--- config.mk ---
export PLATFORM = sky130hd
export DESIGN_NAME = sorted_value_list
export DESIGN_NICKNAME = d
export VERILOG_FILES = /design/src/design/svl_pkg.sv /design/src/design/svl_ram.sv /design/src/design/svl_cmp.sv /design/src/design/sorted_value_list.sv
export SDC_FILE = /design/constraint.sdc
export NUM_CORES = 1
export LEC_CHECK = 0
export BUFFER_PORTS_ARGS = -buffer_cell sky130_fd_sc_hd__buf_2
export CORE_AREA = 2 2 185 278
export CTS_CLUSTER_DIAMETER = 30
export DETAILED_ROUTE_END_ITERATION = 10
export DIE_AREA = 0 0 187 280
export MAX_ROUTING_LAYER = met4
export PLACE_DENSITY = 0.74
export SYNTH_ARGS = -nofsm -noshare
export SYNTH_HDL_FRONTEND = slang
export SYNTH_SLANG_ARGS = --single-unit
--- constraint.sdc ---
create_clock -name clk -period 4.3 [get_ports clk]
set_clock_uncertainty 0.1 [all_clocks]
set_input_delay 0.86 -clock clk [delete_from_list [all_inputs] [get_ports clk]]
set_output_delay 0.86 -clock clk [all_outputs]
set_load 0.005 [all_outputs]
--- src/design/svl_pkg.sv ---
// ----------------------------------------------------------------------------
// svl_pkg
// Shared types and codes of the sorted value list: action and status codes,
// sequencer states and the compare unit's result bundle.
// ----------------------------------------------------------------------------
package svl_pkg;

  // action codes of an input word
  typedef enum logic [1:0] {
    ACT_INSERT = 2'd0,
    ACT_DELETE = 2'd1,
    ACT_DUMP   = 2'd2,
    ACT_NONE   = 2'd3
  } action_t;

  // status codes of a result word
  typedef enum logic [1:0] {
    ST_OK        = 2'd0,
    ST_FULL      = 2'd1,
    ST_NOT_FOUND = 2'd2,
    ST_EMPTY     = 2'd3
  } status_t;

  // sequencer states, one-hot
  typedef enum logic [5:0] {
    S_IDLE     = 6'b000001,
    S_INS_WALK = 6'b000010,
    S_INS_PUT  = 6'b000100,
    S_DEL_WALK = 6'b001000,
    S_DMP_WALK = 6'b010000,
    S_RESP     = 6'b100000
  } state_t;

  // compare unit result
  typedef struct packed {
    logic le;
    logic eq;
  } cmp_t;

endpackage

--- src/design/svl_ram.sv ---
// ----------------------------------------------------------------------------
// svl_ram
// Entry store: one write port, one read port with registered read data.
// ----------------------------------------------------------------------------
module svl_ram #(
  parameter int DEPTH = 16,
  parameter int AW    = 4
) (
  input  logic                clk,
  input  logic                we,
  input  logic [AW-1:0]       waddr,
  input  logic signed [31:0]  wdata,
  input  logic [AW-1:0]       raddr,
  output logic signed [31:0]  rdata
);

  logic signed [31:0] mem [DEPTH];

  // write port
  always_ff @(posedge clk) begin
    if (we) begin
      mem[waddr] <= wdata;
    end
  end

  // registered read port
  always_ff @(posedge clk) begin
    rdata <= mem[raddr];
  end

endmodule

--- src/design/svl_cmp.sv ---
// ----------------------------------------------------------------------------
// svl_cmp
// Shared compare unit: signed less-or-equal and equality of the held
// operand against the entry just read.
// ----------------------------------------------------------------------------
module svl_cmp
  import svl_pkg::*;
(
  input  logic signed [31:0] a,
  input  logic signed [31:0] b,
  output cmp_t               res
);

  // signed compare of operand against entry
  always_comb begin
    res.le = (a <= b);
    res.eq = (a == b);
  end

endmodule

--- src/design/sorted_value_list.sv ---
// ----------------------------------------------------------------------------
// sorted_value_list
// Ordered signed 32-bit store with insert, delete-all-equal and in-order dump,
// walked one entry per cycle via a shared compare unit; a dump waits on out_ready.
// ----------------------------------------------------------------------------
// Usage:
//   Input channel (in_valid/in_ready) takes one word: action and value.
//   Output channel (out_valid/out_ready) gives result words; the final word
//   of each input word has last set. Action code 3 is taken and ignored.
//   Insert: the walk runs from the top entry down, shifting each
//   greater-or-equal entry up; the value lands above the first smaller
//   entry, or in slot zero if there is none.
//   Delete: a single compacting pass through the list, one entry read
//   and at most one written per cycle.
//   Dump: entries go to the output register in order, one per cycle while
//   the receiver takes them; the single read port sets that pace.
//   Empty or full cases skip the walk and answer from the response state.
//   in_ready returns in the cycle the final result word first shows on the
//   output; that result may still sit in the output register while the
//   next word is taken.
//   A stalled receiver holds the output register; a dump then waits and
//   rereads the same entry until the word is taken.
//   Reset empties the list and drops any pending result; no clearing pass
//   is needed since the data of entries above occupancy is never used.
// ----------------------------------------------------------------------------
module sorted_value_list
  import svl_pkg::*;
#(
  parameter int CAPACITY = 16
) (
  input  logic               clk,
  input  logic               rst,
  input  logic               in_valid,
  output logic               in_ready,
  input  logic [1:0]         action,
  input  logic signed [31:0] value,
  output logic               out_valid,
  input  logic               out_ready,
  output logic signed [31:0] out_value,
  output logic [1:0]         status,
  output logic [4:0]         removed_count,
  output logic               last
);

  localparam int AW = (CAPACITY > 1) ? $clog2(CAPACITY) : 1;
  localparam int CW = $clog2(CAPACITY + 1);
  localparam logic [CW-1:0] CAP_C = CW'(CAPACITY);

  state_t             state;
  logic [CW-1:0]      occ;
  logic [AW-1:0]      cur;
  logic [CW-1:0]      wr;
  logic signed [31:0] val;
  status_t            res_status;
  logic [4:0]         res_count;

  logic               we;
  logic [AW-1:0]      waddr;
  logic signed [31:0] wdata;
  logic [AW-1:0]      raddr;
  logic signed [31:0] rdata;
  cmp_t               cmp;

  logic [CW-1:0]      occ_m1;
  logic [AW-1:0]      cur_top;
  logic [CW-1:0]      wr_fin;
  logic [CW-1:0]      n_removed;
  logic [CW+4:0]      n_ext;
  logic               out_free;
  logic               out_load;

  assign in_ready  = (state == S_IDLE);
  assign out_free  = !out_valid || out_ready;
  assign out_load  = out_free && ((state == S_DMP_WALK) || (state == S_RESP));
  assign occ_m1    = occ - CW'(1);
  assign cur_top   = occ_m1[AW-1:0];
  assign wr_fin    = wr + (cmp.eq ? CW'(0) : CW'(1));
  assign n_removed = occ - wr_fin;
  assign n_ext     = {5'd0, n_removed};

  // entry store and shared compare unit
  svl_ram #(
    .DEPTH(CAPACITY),
    .AW   (AW)
  ) u_ram (
    .clk  (clk),
    .we   (we),
    .waddr(waddr),
    .wdata(wdata),
    .raddr(raddr),
    .rdata(rdata)
  );

  svl_cmp u_cmp (
    .a  (val),
    .b  (rdata),
    .res(cmp)
  );

  // memory port steering per state
  always_comb begin
    raddr = cur;
    we    = 1'b0;
    waddr = cur + AW'(1);
    wdata = val;
    case (state)
      S_IDLE: begin
        raddr = (action == ACT_INSERT) ? cur_top : '0;
        if (in_valid && action == ACT_INSERT && occ == '0) begin
          we    = 1'b1;
          waddr = '0;
          wdata = value;
        end
      end
      S_INS_WALK: begin
        raddr = cur - AW'(1);
        we    = 1'b1;
        waddr = cur + AW'(1);
        wdata = cmp.le ? rdata : val;
      end
      S_INS_PUT: begin
        we    = 1'b1;
        waddr = '0;
        wdata = val;
      end
      S_DEL_WALK: begin
        raddr = cur + AW'(1);
        we    = !cmp.eq;
        waddr = wr[AW-1:0];
        wdata = rdata;
      end
      S_DMP_WALK: begin
        raddr = out_free ? cur + AW'(1) : cur;
      end
      default: begin
        raddr = cur;
      end
    endcase
  end

  // sequencer, occupancy and output register
  always_ff @(posedge clk) begin
    if (rst) begin
      state     <= S_IDLE;
      occ       <= '0;
      out_valid <= 1'b0;
    end else begin
      if (out_load) begin
        out_valid <= 1'b1;
      end else if (out_valid && out_ready) begin
        out_valid <= 1'b0;
      end
      case (state)
        S_IDLE: begin
          if (in_valid) begin
            val       <= value;
            wr        <= '0;
            cur       <= (action == ACT_INSERT) ? cur_top : '0;
            res_count <= '0;
            case (action)
              ACT_INSERT: begin
                if (occ == CAP_C) begin
                  res_status <= ST_FULL;
                  state      <= S_RESP;
                end else if (occ == '0) begin
                  res_status <= ST_OK;
                  occ        <= occ + CW'(1);
                  state      <= S_RESP;
                end else begin
                  state <= S_INS_WALK;
                end
              end
              ACT_DELETE: begin
                if (occ == '0) begin
                  res_status <= ST_NOT_FOUND;
                  state      <= S_RESP;
                end else begin
                  state <= S_DEL_WALK;
                end
              end
              ACT_DUMP: begin
                if (occ == '0) begin
                  res_status <= ST_EMPTY;
                  state      <= S_RESP;
                end else begin
                  state <= S_DMP_WALK;
                end
              end
              default: begin
                state <= S_IDLE;
              end
            endcase
          end
        end
        S_INS_WALK: begin
          // shift greater-or-equal entries up, drop value in above the first smaller
          if (cmp.le) begin
            if (cur == '0) begin
              state <= S_INS_PUT;
            end else begin
              cur <= cur - AW'(1);
            end
          end else begin
            occ        <= occ + CW'(1);
            res_status <= ST_OK;
            state      <= S_RESP;
          end
        end
        S_INS_PUT: begin
          occ        <= occ + CW'(1);
          res_status <= ST_OK;
          state      <= S_RESP;
        end
        S_DEL_WALK: begin
          // compact the surviving entries toward slot zero
          wr <= wr_fin;
          if (cur == cur_top) begin
            occ        <= wr_fin;
            res_count  <= n_ext[4:0];
            res_status <= (n_removed == '0) ? ST_NOT_FOUND : ST_OK;
            state      <= S_RESP;
          end else begin
            cur <= cur + AW'(1);
          end
        end
        S_DMP_WALK: begin
          // one entry per word as the receiver takes them
          if (out_free) begin
            out_value     <= rdata;
            status        <= ST_OK;
            removed_count <= '0;
            last          <= (cur == cur_top);
            if (cur == cur_top) begin
              state <= S_IDLE;
            end else begin
              cur <= cur + AW'(1);
            end
          end
        end
        S_RESP: begin
          // single result word of insert, delete or empty dump
          if (out_free) begin
            out_value     <= '0;
            status        <= res_status;
            removed_count <= res_count;
            last          <= 1'b1;
            state         <= S_IDLE;
          end
        end
        default: begin
          state <= S_IDLE;
        end
      endcase
    end
  end

endmodule

# ---- Word-level counts from Yosys, hierarchy flattened
# Memory sizes are Yosys's and may differ from the RTL's. A register that Yosys moved wholly into a read port is not among the register bits.
# Cells that the tools add are included.
dict set report word_totals {
  ram_bits 512
  output_inout_bits 42
  wordCells 141
  reg_bits 100
  memories 1
}
dict set report op_classes {
  bitwise_logic 1
  n_eq_ne 27
  mux 67
  n_lt_le_gt_ge 1
  addsub 6
  reduce_logical 26
}
# name words width read_ports rd_clocked_by_memory_dff wr line_no
set mem_list {}
lappend mem_list {u_ram.mem 16 32 1 1 1 svl_ram.sv:17} ;# logic signed [31:0] mem [DEPTH];
# op n
set op_table {}
lappend op_table {{32-bit 2-to-1 mux} 4}
lappend op_table {{32-bit case mux with 3 select lines} 1}
lappend op_table {{6-bit 2-to-1 mux} 11}
lappend op_table {{32-bit case mux with 2 select lines} 1}
lappend op_table {{5-bit 2-to-1 mux} 10}
lappend op_table {{6-bit case mux with 6 select lines} 1}
lappend op_table {{32-bit equality test} 1}
lappend op_table {{32-bit less-or-equal comparator} 1}
lappend op_table {{4-bit 2-to-1 mux} 8}
lappend op_table {{4-bit case mux with 4 select lines} 2}
lappend op_table {{5-bit case mux with 2 select lines} 3}
lappend op_table {{2-bit 2-to-1 mux} 10}
lappend op_table {{5-bit case mux with 4 select lines} 1}
lappend op_table {{6-bit case mux with 3 select lines} 1}
lappend op_table {{2-bit != test (second input constant)} 8}
lappend op_table {{4-bit case mux with 3 select lines} 1}
lappend op_table {{6-bit AND reduction} 2}
lappend op_table {{5-bit logical NOT} 2}
lappend op_table {{3-bit != test (second input constant)} 3}
lappend op_table {{9-bit AND reduction} 1}
lappend op_table {{1-bit 2-to-1 mux} 8}
lappend op_table {{2-bit case mux with 4 select lines} 1}
lappend op_table {{4-bit AND reduction} 2}
lappend op_table {{4-bit nonzero test} 2}
lappend op_table {{32 further kinds} 43}

# ---- Logic depth before layout (Yosys ltp)
# Gate-level depths: netlist (run 1).
dict set report depth {
  depth_word 8
  mapped_depth 15
  ltp_nobuf 15
}

# ---- Cells and area by module
# From an unflattened synthesis (run 1), not the netlist that was laid out.
dict set report hier_totals {
  hier_cells 1459
  area_unflattened_um2 26146.3
}
# mod area_per_inst_um2 cells_per_inst seq_area_each_um2 instances
set by_module_without_submodules {}
lappend by_module_without_submodules {svl_ram 19854.0 838 16015.4 1}
lappend by_module_without_submodules {sorted_value_list 5480.3 507 2882.8 1}
lappend by_module_without_submodules {svl_cmp 812.0 114 0.0 1}

# ---- Least setup slack after synthesis (run 1)
# Ideal clock, no wire load.
dict set report synth_timing {
  kind {input to register}
  start {in action[0]}
  end {mem u_ram.mem[12][0], enable pin}
  t_arrival_ps 4052
  slack_ps -273
  cell_stages 10
  t_required_ps 3779
  n_path_buf 1
  path_cell_list {inv_1 -> ha_1 -> clkbuf_1 -> nand2_1 -> nor3_1 -> and2_1 -> a21oi_1 -> a22o_1 -> or3_1 -> nor2_1}
}
dict set report synth_via {
  elab_chain_len 7
  word_cells_on_any_way 9
}
# element line_no
set synth_lines {}
lappend synth_lines {{start, declared} sorted_value_list.sv:35} ;# input logic [1:0] action,
lappend synth_lines {{2-bit logical NOT (*)} sorted_value_list.sv:109} ;# if (in_valid && action == ACT_INSERT && occ == '0) begin
lappend synth_lines {{1-bit logical AND (*) (2 in series)} sorted_value_list.sv:109}
lappend synth_lines {{1-bit 2-to-1 mux} sorted_value_list.sv:109}
lappend synth_lines {{1-bit case mux with 3 select lines} sorted_value_list.sv:106} ;# case (state)
lappend synth_lines {{1-bit 2-to-1 mux} svl_ram.sv:21} ;# if (we) begin
lappend synth_lines {{1-bit 2-to-1 mux (implied by the code)} svl_ram.sv:22} ;# mem[waddr] <= wdata;
lappend synth_lines {{end, declared} svl_ram.sv:17}
# Mark *: on every way between the ends. The rest lies on a longest branch, timed or not.

# ---- Worst setup path after layout (run 1)
dict set report layout_timing {
  start {reg u_ram.rdata[15], read port of u_ram.mem}
  end {mem u_ram.mem[1][24], data pin}
}
dict set report layout_via {
  elab_chain_len 3
}
# element line_no
set layout_lines {}
lappend layout_lines {{start, declared} svl_ram.sv:14} ;# output logic signed [31:0] rdata
lappend layout_lines {{32-bit less-or-equal comparator} svl_cmp.sv:16} ;# res.le = (a <= b);
lappend layout_lines {{32-bit 2-to-1 mux} sorted_value_list.sv:119} ;# wdata = cmp.le ? rdata : val;
lappend layout_lines {{32-bit case mux with 3 select lines} sorted_value_list.sv:106}
lappend layout_lines {{named net u_ram.wdata[24]} svl_ram.sv:12} ;# input logic signed [31:0] wdata,
# The timed path passes the listed nets, and every way through them passes these cells.

==> impl_metrics.ini, run 1 <==
[outcome]
status = finished clean

[sta]
max_slew_margin_pct = 55.53
fin_ws_ps = 244.9
hold_violations = 0
rsz0062_at_grt = no
slew_viol_final = 0
fin_crit_ps = 4055
timing.hold.ws_ps = 319.5
setup_viol = 0
tightest_slew_ps = 667.1
finalCritPeriodShare_pct = 94.30
max_clock_freq_mhz = 246.6

[clock_network]
htree_num_levels = 3
clk_pin_slew_worst_paths_ps = 60
postCtsHoldBufs = 0
cts_buffers = 90
cts_setup_buffers = 0
worstSkewPairLatency_ps = 630
cts_tree = built
cts.path.max_buffers = 3
ctsRootBufferMaster = clkbuf_16
cts_sinks = 644
ctsResizeCount = 0

[floorplanning]
fp.coreArea_um2 = 50170
row_count = 101
fp.dieH_um = 280
io_pins = 80
start_util_pct = 54.11
die_x_um = 187
dieArea_um2 = 52360

[yosys]
synth_fa_ha_area_share_pct = 2.240
yosysWarnings = 0
ys_seq_area_share_pct = 69.61
netlist_area_um2 = 27150
syn_inst = 1612
synth-simple-area-share_pct = 3.867
muxShareOfSynthArea_pct = 16.85
syn-num-nets = 1698
synth_xor_area_share_pct = 0.6453
synth_seq_cells = 644
async_flop_share_pct = 0
synth_edf_count = 600
synth_compound_area_share_pct = 4.134
synth_ff_type = edfxtp_1
synth_top_family_by_area = multiplexers
synthDistinctLibCells = 69
syn_avg_cell_area_um2 = 16.84

[power]
p_leak_nw = 12.18
power_density_nw_per_um2 = 765.8
p_total_mw = 24.40
worst_ir_drop_vdd_mv = 0.5258

[hold_path]
min_path_type = in -> reg
hold-path-cell-count = 1
min_to = val[10]$_DFFE_PP_
holdCritStartpoint = value[10]

[final_layout]
drive_gt1_share_pct = 20.65
areaGrowthSynthToFinish_pct = 17.35
n_antenna_cell = 0
mostFrequentLayoutCell = edfxtp_1
final_cell_mix = edfxtp_1 (600), mux2i_1 (385), clkbuf_16 (91)
final_nets = 1854
final_util_pct = 63.50

[placed_design]
portBuffers = 79
place_ws_ps = 341.9
hpwlAfterDp_um = 38420
gp_congestion = 0.8887

[detailed_routing]
drcViolationCount = 0
viasPerCell = 6.044
routedWlPerCell_um = 25.51
dr_total_vias = 15200
routed_wl_um = 64140
antenna_left = 0
first_pass_iters = 7
drt_iter0_drc = 1247

[worst_setup_path]
critPathLaunchType = register
reg2reg_from = u_ram.rdata[15]$_DFF_P_
critPathKind = reg -> reg
rr_worst_depth = 12
r2r_setup_slack_ps = 240
crit_fanout = 24
crit_arrival_ps = 4280
worst_ep_required_time_ps = 4530
crit_path_end_kind = register
r2r-end = u_ram.mem[1][24]$_DFFE_PP_

[global_routing]
track_usage_pct = 25.52
grt_pass1_vias = 15850
grt_max_degree = 64
grt_overflow = 0
grt_pass1_wl_um = 96000
antenna_found_initial = 0

[flow_run]
drv_cap = 0
-- stage by stage --
| stage | TNS, ps | instance area, um2 | std cells |
|---|---|---|---|
| global placement | 0 | 28700 | 2345 |
| finish | 0 | 31860 | 2514 |
| CTS | 0 | 31860 | 2514 |
| detailed placement | 0 | 28700 | 2345 |
| floorplan | -45990 | 27150 | 1612 |
| global route | 0 | 31860 | 2514 |
-- power by group --
group | internal, mW | leakage (nW) | switching [mW]
registers | 7.93 | 5.78 | 0.285
logic | 3.64 | 4.88 | 5.00
clock network | 4.58 | 1.52 | 2.96
total | 16.2 | 12.2 | 8.24
-- cell type report --
type	count	area, um2
timing repair buffer	147	1069
clock buffer	96	2316
fill	3437	18310
clock inverter	73	838.3
sequential	644	18900
tap	669	837.1
inverter	47	176.4
multi-input combinational	838	7724
-- cell families (layout without fill, tap and decap cells) --
logic type | Yosys count | count (layout)
AO/OA/AOI/OAI | 157 | 157
buffers and inverters | 130 | 363
XOR/XNOR | 20 | 20
flip-flops | 644 | 644
AND/OR/NAND/NOR | 196 | 196
multiplexers | 417 | 417
adder cells (fa/ha/maj) | 48 | 48
-- flip-flops by register name (all words and copies together) (netlist names), 5 cells and up --
register / count
u_ram.mem: 512
out_value: 32
u_ram.rdata: 32
val: 32
state: 6
occ: 5
removed_count: 5
res_count: 5
wr: 5
-- synthesized netlist by cell type, types with 4 or more instances --
| cell | n | area, um2 |
|---|---|---|
| and3_1 | 44 | 275.3 |
| mux2i_1 | 385 | 3854 |
| nor2_1 | 48 | 180.2 |
| mux4_2 | 32 | 720.7 |
| nand2_1 | 31 | 116.4 |
| xnor2_1 | 9 | 78.83 |
| o22ai_1 | 6 | 37.54 |
| nand4_1 | 11 | 68.82 |
| edfxtp_1 | 600 | 18020 |
| a31oi_1 | 4 | 25.02 |
| a221o_1 | 34 | 340.3 |
| xor2_1 | 11 | 96.34 |
| buf_6 | 20 | 225.2 |
| o21ai_0 | 13 | 65.06 |
| nor3_1 | 9 | 45.04 |
| ha_1 | 47 | 588.1 |
| and2_1 | 7 | 43.79 |
| dfxtp_1 | 44 | 880.8 |
| nor2b_1 | 5 | 31.28 |
| a21o_1 | 6 | 45.04 |
| nand2b_1 | 7 | 43.79 |
| inv_1 | 47 | 176.4 |
| clkbuf_1 | 32 | 120.1 |
| nand3_1 | 11 | 55.05 |
| a21oi_1 | 57 | 285.3 |
| buf_2 | 11 | 55.05 |
| buf_4 | 18 | 135.1 |
-- per-layer routing --
layer  vias to the layer above  track usage, %  share of wire [%]
li1                       6667               -                  -
met1                      7662           29.89                 38
met2                       695           43.95                 52
met3                       171           4.340                6.4
met4                         0           10.36                3.6
met5                         -               -                  0
-- worst max-delay path by stage --
| stage | from | to | cells past startpoint | slack (ps) |
|---|---|---|---|---|
| floorplan | action[0] | u_ram.mem[12][0]$_DFFE_PP_ | 10 | -270 |
| global placement | u_ram.rdata[14]$_DFF_P_ | u_ram.mem[15][6]$_DFFE_PP_ | 12 | 420 |
| detailed placement | u_ram.rdata[14]$_DFF_P_ | u_ram.mem[14][6]$_DFFE_PP_ | 12 | 340 |
| CTS | u_ram.rdata[15]$_DFF_P_ | u_ram.mem[4][6]$_DFFE_PP_ | 12 | 280 |
| global route | u_ram.rdata[14]$_DFF_P_ | u_ram.mem[4][6]$_DFFE_PP_ | 12 | 140 |
| finish | u_ram.rdata[15]$_DFF_P_ | u_ram.mem[1][24]$_DFFE_PP_ | 12 | 240 |
-- critical path: stages (launching register included) --
cell	delay (ps)
dfxtp_1	370
inv_1	80
ha_1	340
nand4_1	260
nor4_1	370
buf_4	230
a21boi_1	340
o31ai_1	140
a41o_1	270
a21o_1	210
o22ai_4	200
buf_12	230
a221o_1	590
(Power assumes the default switching activity.)
==> inputs of run 2 (changes only) <==
--- a/config.mk
+++ b/config.mk
@@ -5,11 +5,12 @@
 export SDC_FILE = /design/constraint.sdc
 export NUM_CORES = 1
 export LEC_CHECK = 0
+export ABC_AREA = 1
 export BUFFER_PORTS_ARGS = -buffer_cell sky130_fd_sc_hd__buf_2
-export CORE_AREA = 2 2 185 278
+export CORE_AREA = 2 2 191 286
 export CTS_CLUSTER_DIAMETER = 30
 export DETAILED_ROUTE_END_ITERATION = 10
-export DIE_AREA = 0 0 187 280
+export DIE_AREA = 0 0 193 288
 export MAX_ROUTING_LAYER = met4
 export PLACE_DENSITY = 0.74
 export SYNTH_ARGS = -nofsm -noshare
==> impl_metrics.ini, run 2 <==
[final_layout]
drive_gt1_share_pct = 12.52
final_area_um2 = 33470
fillers = 3968
layout.cells.non_filler = 3625
mostFrequentLayoutCell = nand2_1
final_nets = 2944
areaGrowthSynthToFinish_pct = 15.99
largest_register_ffs = 512
final_cell_mix = nand2_1 (828), edfxtp_1 (600), nand3_1 (508)
top_register = u_ram.mem

[worst_setup_path]
crit_fanout = 4
critPathKind = reg -> reg
crit_arrival_ps = 4160
worst_ep_required_time_ps = 4550
cp-startpoint = val[31]$_DFFE_PP_
reg2reg_from = val[31]$_DFFE_PP_
critPathLaunchType = register
crit_path_end_kind = register

[global_routing]
track_usage_pct = 29.68
antenna_found_initial = 7
grt_overflow = 0
grt_pass1_vias = 20720
grt_pass1_wl_um = 119500
grt_max_degree = 135

[hold_path]
holdCritStartpoint = value[18]
min_path_type = in -> reg

[yosys]
synth.area.top_cells = edfxtp_1 (62%), nand2_1 (11%), nand3_1 (8.8%)
synth.top_cell.area_share_pct = 62.44
synth_commonest_cells = nand2_1 (828), edfxtp_1 (600), nand3_1 (508)
syn_avg_cell_area_um2 = 10.47
synth_edf_count = 600
yosysWarnings = 0
ys_seq_area_share_pct = 65.49
synth_area_leader_cell = edfxtp_1
syn-num-nets = 2842
syn_inst = 2756
synth_seq_cells = 644
netlist_area_um2 = 28860
async_flop_share_pct = 0
synth.most_common_cell = nand2_1
synth_ff_type = edfxtp_1
synthDistinctLibCells = 47

[detailed_routing]
drcViolationCount = 0
first_pass_iters = 6
routedWlPerCell_um = 21.93
dr_total_vias = 21300
drt_iter0_drc = 2395
routed_wl_um = 79510
antenna_left = 0
viasPerCell = 5.875

[floorplanning]
die_x_um = 193
fp.dieH_um = 288
fp.coreArea_um2 = 53350
dieArea_um2 = 55580
row_count = 104
io_pins = 80
start_util_pct = 54.09

[placed_design]
dp_cells = 3459
gp_congestion = 0.9647
post_dp_cell_area_um2 = 30490
hpwlAfterDp_um = 46330
portBuffers = 79

[sta]
max_slew_margin_pct = 43.34
max_clock_freq_mhz = 256.1
setup_viol = 0
slew_viol_final = 0
finalCritPeriodShare_pct = 90.82
fin_crit_ps = 3905
tightest_slew_ps = 847.2
rsz0062_at_grt = no
hold_violations = 0
tns_ps = 0

[clock_network]
clk_pin_slew_worst_paths_ps = 70
ctsRootBufferMaster = clkbuf_16
cts.path.max_buffers = 3
ctsResizeCount = 0
cts_tree = built
cts_setup_buffers = 0
worstSkewPairLatency_ps = 620
postCtsHoldBufs = 0
cts_buffers = 86
cts_sinks = 644
htree_num_levels = 3

[flow_run]
drv_cap = 0

[outcome]
status = finished clean
run 2: cell types whose count changed after synthesis, sizes merged, moves of 33 or more:
cell,previous run,this run
nor2,49,152
a221o,34,1
mux2i,385,0
nand2,31,833
and3,44,0
buf,51,132
nand3,11,510
nand3b,1,64
inv,47,196
run 2: critical path, cell delays in order, from the launching register on:
cell and delay (ps):
edfxtp_1 420, ha_1 440, nand2_1 110, nor2_1 180
nand2_1 100, nor4_1 190, buf_4 200, nand4_1 80
buf_4 170, ha_1 200, ha_1 270, inv_1 80
fa_1 460, a21o_1 180, a21oi_1 150, xor2_1 200
o32ai_1 90
run 2: cells by family (layout without fill, tap and decap cells):
| group | after synthesis | count (layout) | synth area share [%] |
|---|---|---|---|
| buffers and inverters | 347 | 522 | 5.273 |
| AO/OA/AOI/OAI | 121 | 121 | 2.433 |
| other | 0 | 5 | 0 |
| flip-flops | 644 | 644 | 65.49 |
| XOR/XNOR | 16 | 16 | 0.4856 |
| AND/OR/NAND/NOR | 1580 | 1580 | 24.21 |
| adder cells (fa/ha/maj) | 48 | 48 | 2.107 |
run 2: final timing paths:
| kind | endpoint | depth (start not counted) | slack [ps] |
|---|---|---|---|
| setup / recovery | res_status[1]$_DFFE_PP_ | 16 | 390 |
| hold reg to reg | removed_count[0]$_SDFFCE_PP0P_ | 2 | 440 |
| hold / removal | val[18]$_DFFE_PP_ | 1 | 340 |
| setup reg to reg | res_status[1]$_DFFE_PP_ | 16 | 390 |
run 2: metal layers:
layer  GRT usage, %  wire (um)  vias to the layer above
met5              -          0                        -
met3          5.388       7669                      249
met2          47.46      39110                     1274
met4          14.72       3548                        0
met1          36.29      29180                    10090
li1               -          -                     9681
run 2: through the flow:
stage	worst slack (ps)	hold slack (ps)	utilization, %
final	394.8	342.0	62.73
after global routing	121.7	333.5	62.73
after CTS	431.7	321.3	62.71
after detailed placement	477.8	433.2	57.15
after global placement	522.9	422.7	57.15
after floorplan	304.4	419.2	-
run 2: area by class of cell:
cell class                 instances  area (um2)  share of cell area (%)
multi-input combinational       1765        8635                   25.80
tap                              689       862.1                   2.576
clock inverter                    67       740.7                   2.213
clock buffer                      94        2225                   6.647
antenna                            5       12.51                 0.03738
sequential                       644       18900                   56.46
timing repair buffer             163        1351                   4.037
inverter                         198       745.7                   2.228
Power of run 2 is not shown: default switching activity piles up to over one toggle a cycle in this logic, so the estimate is an artifact.
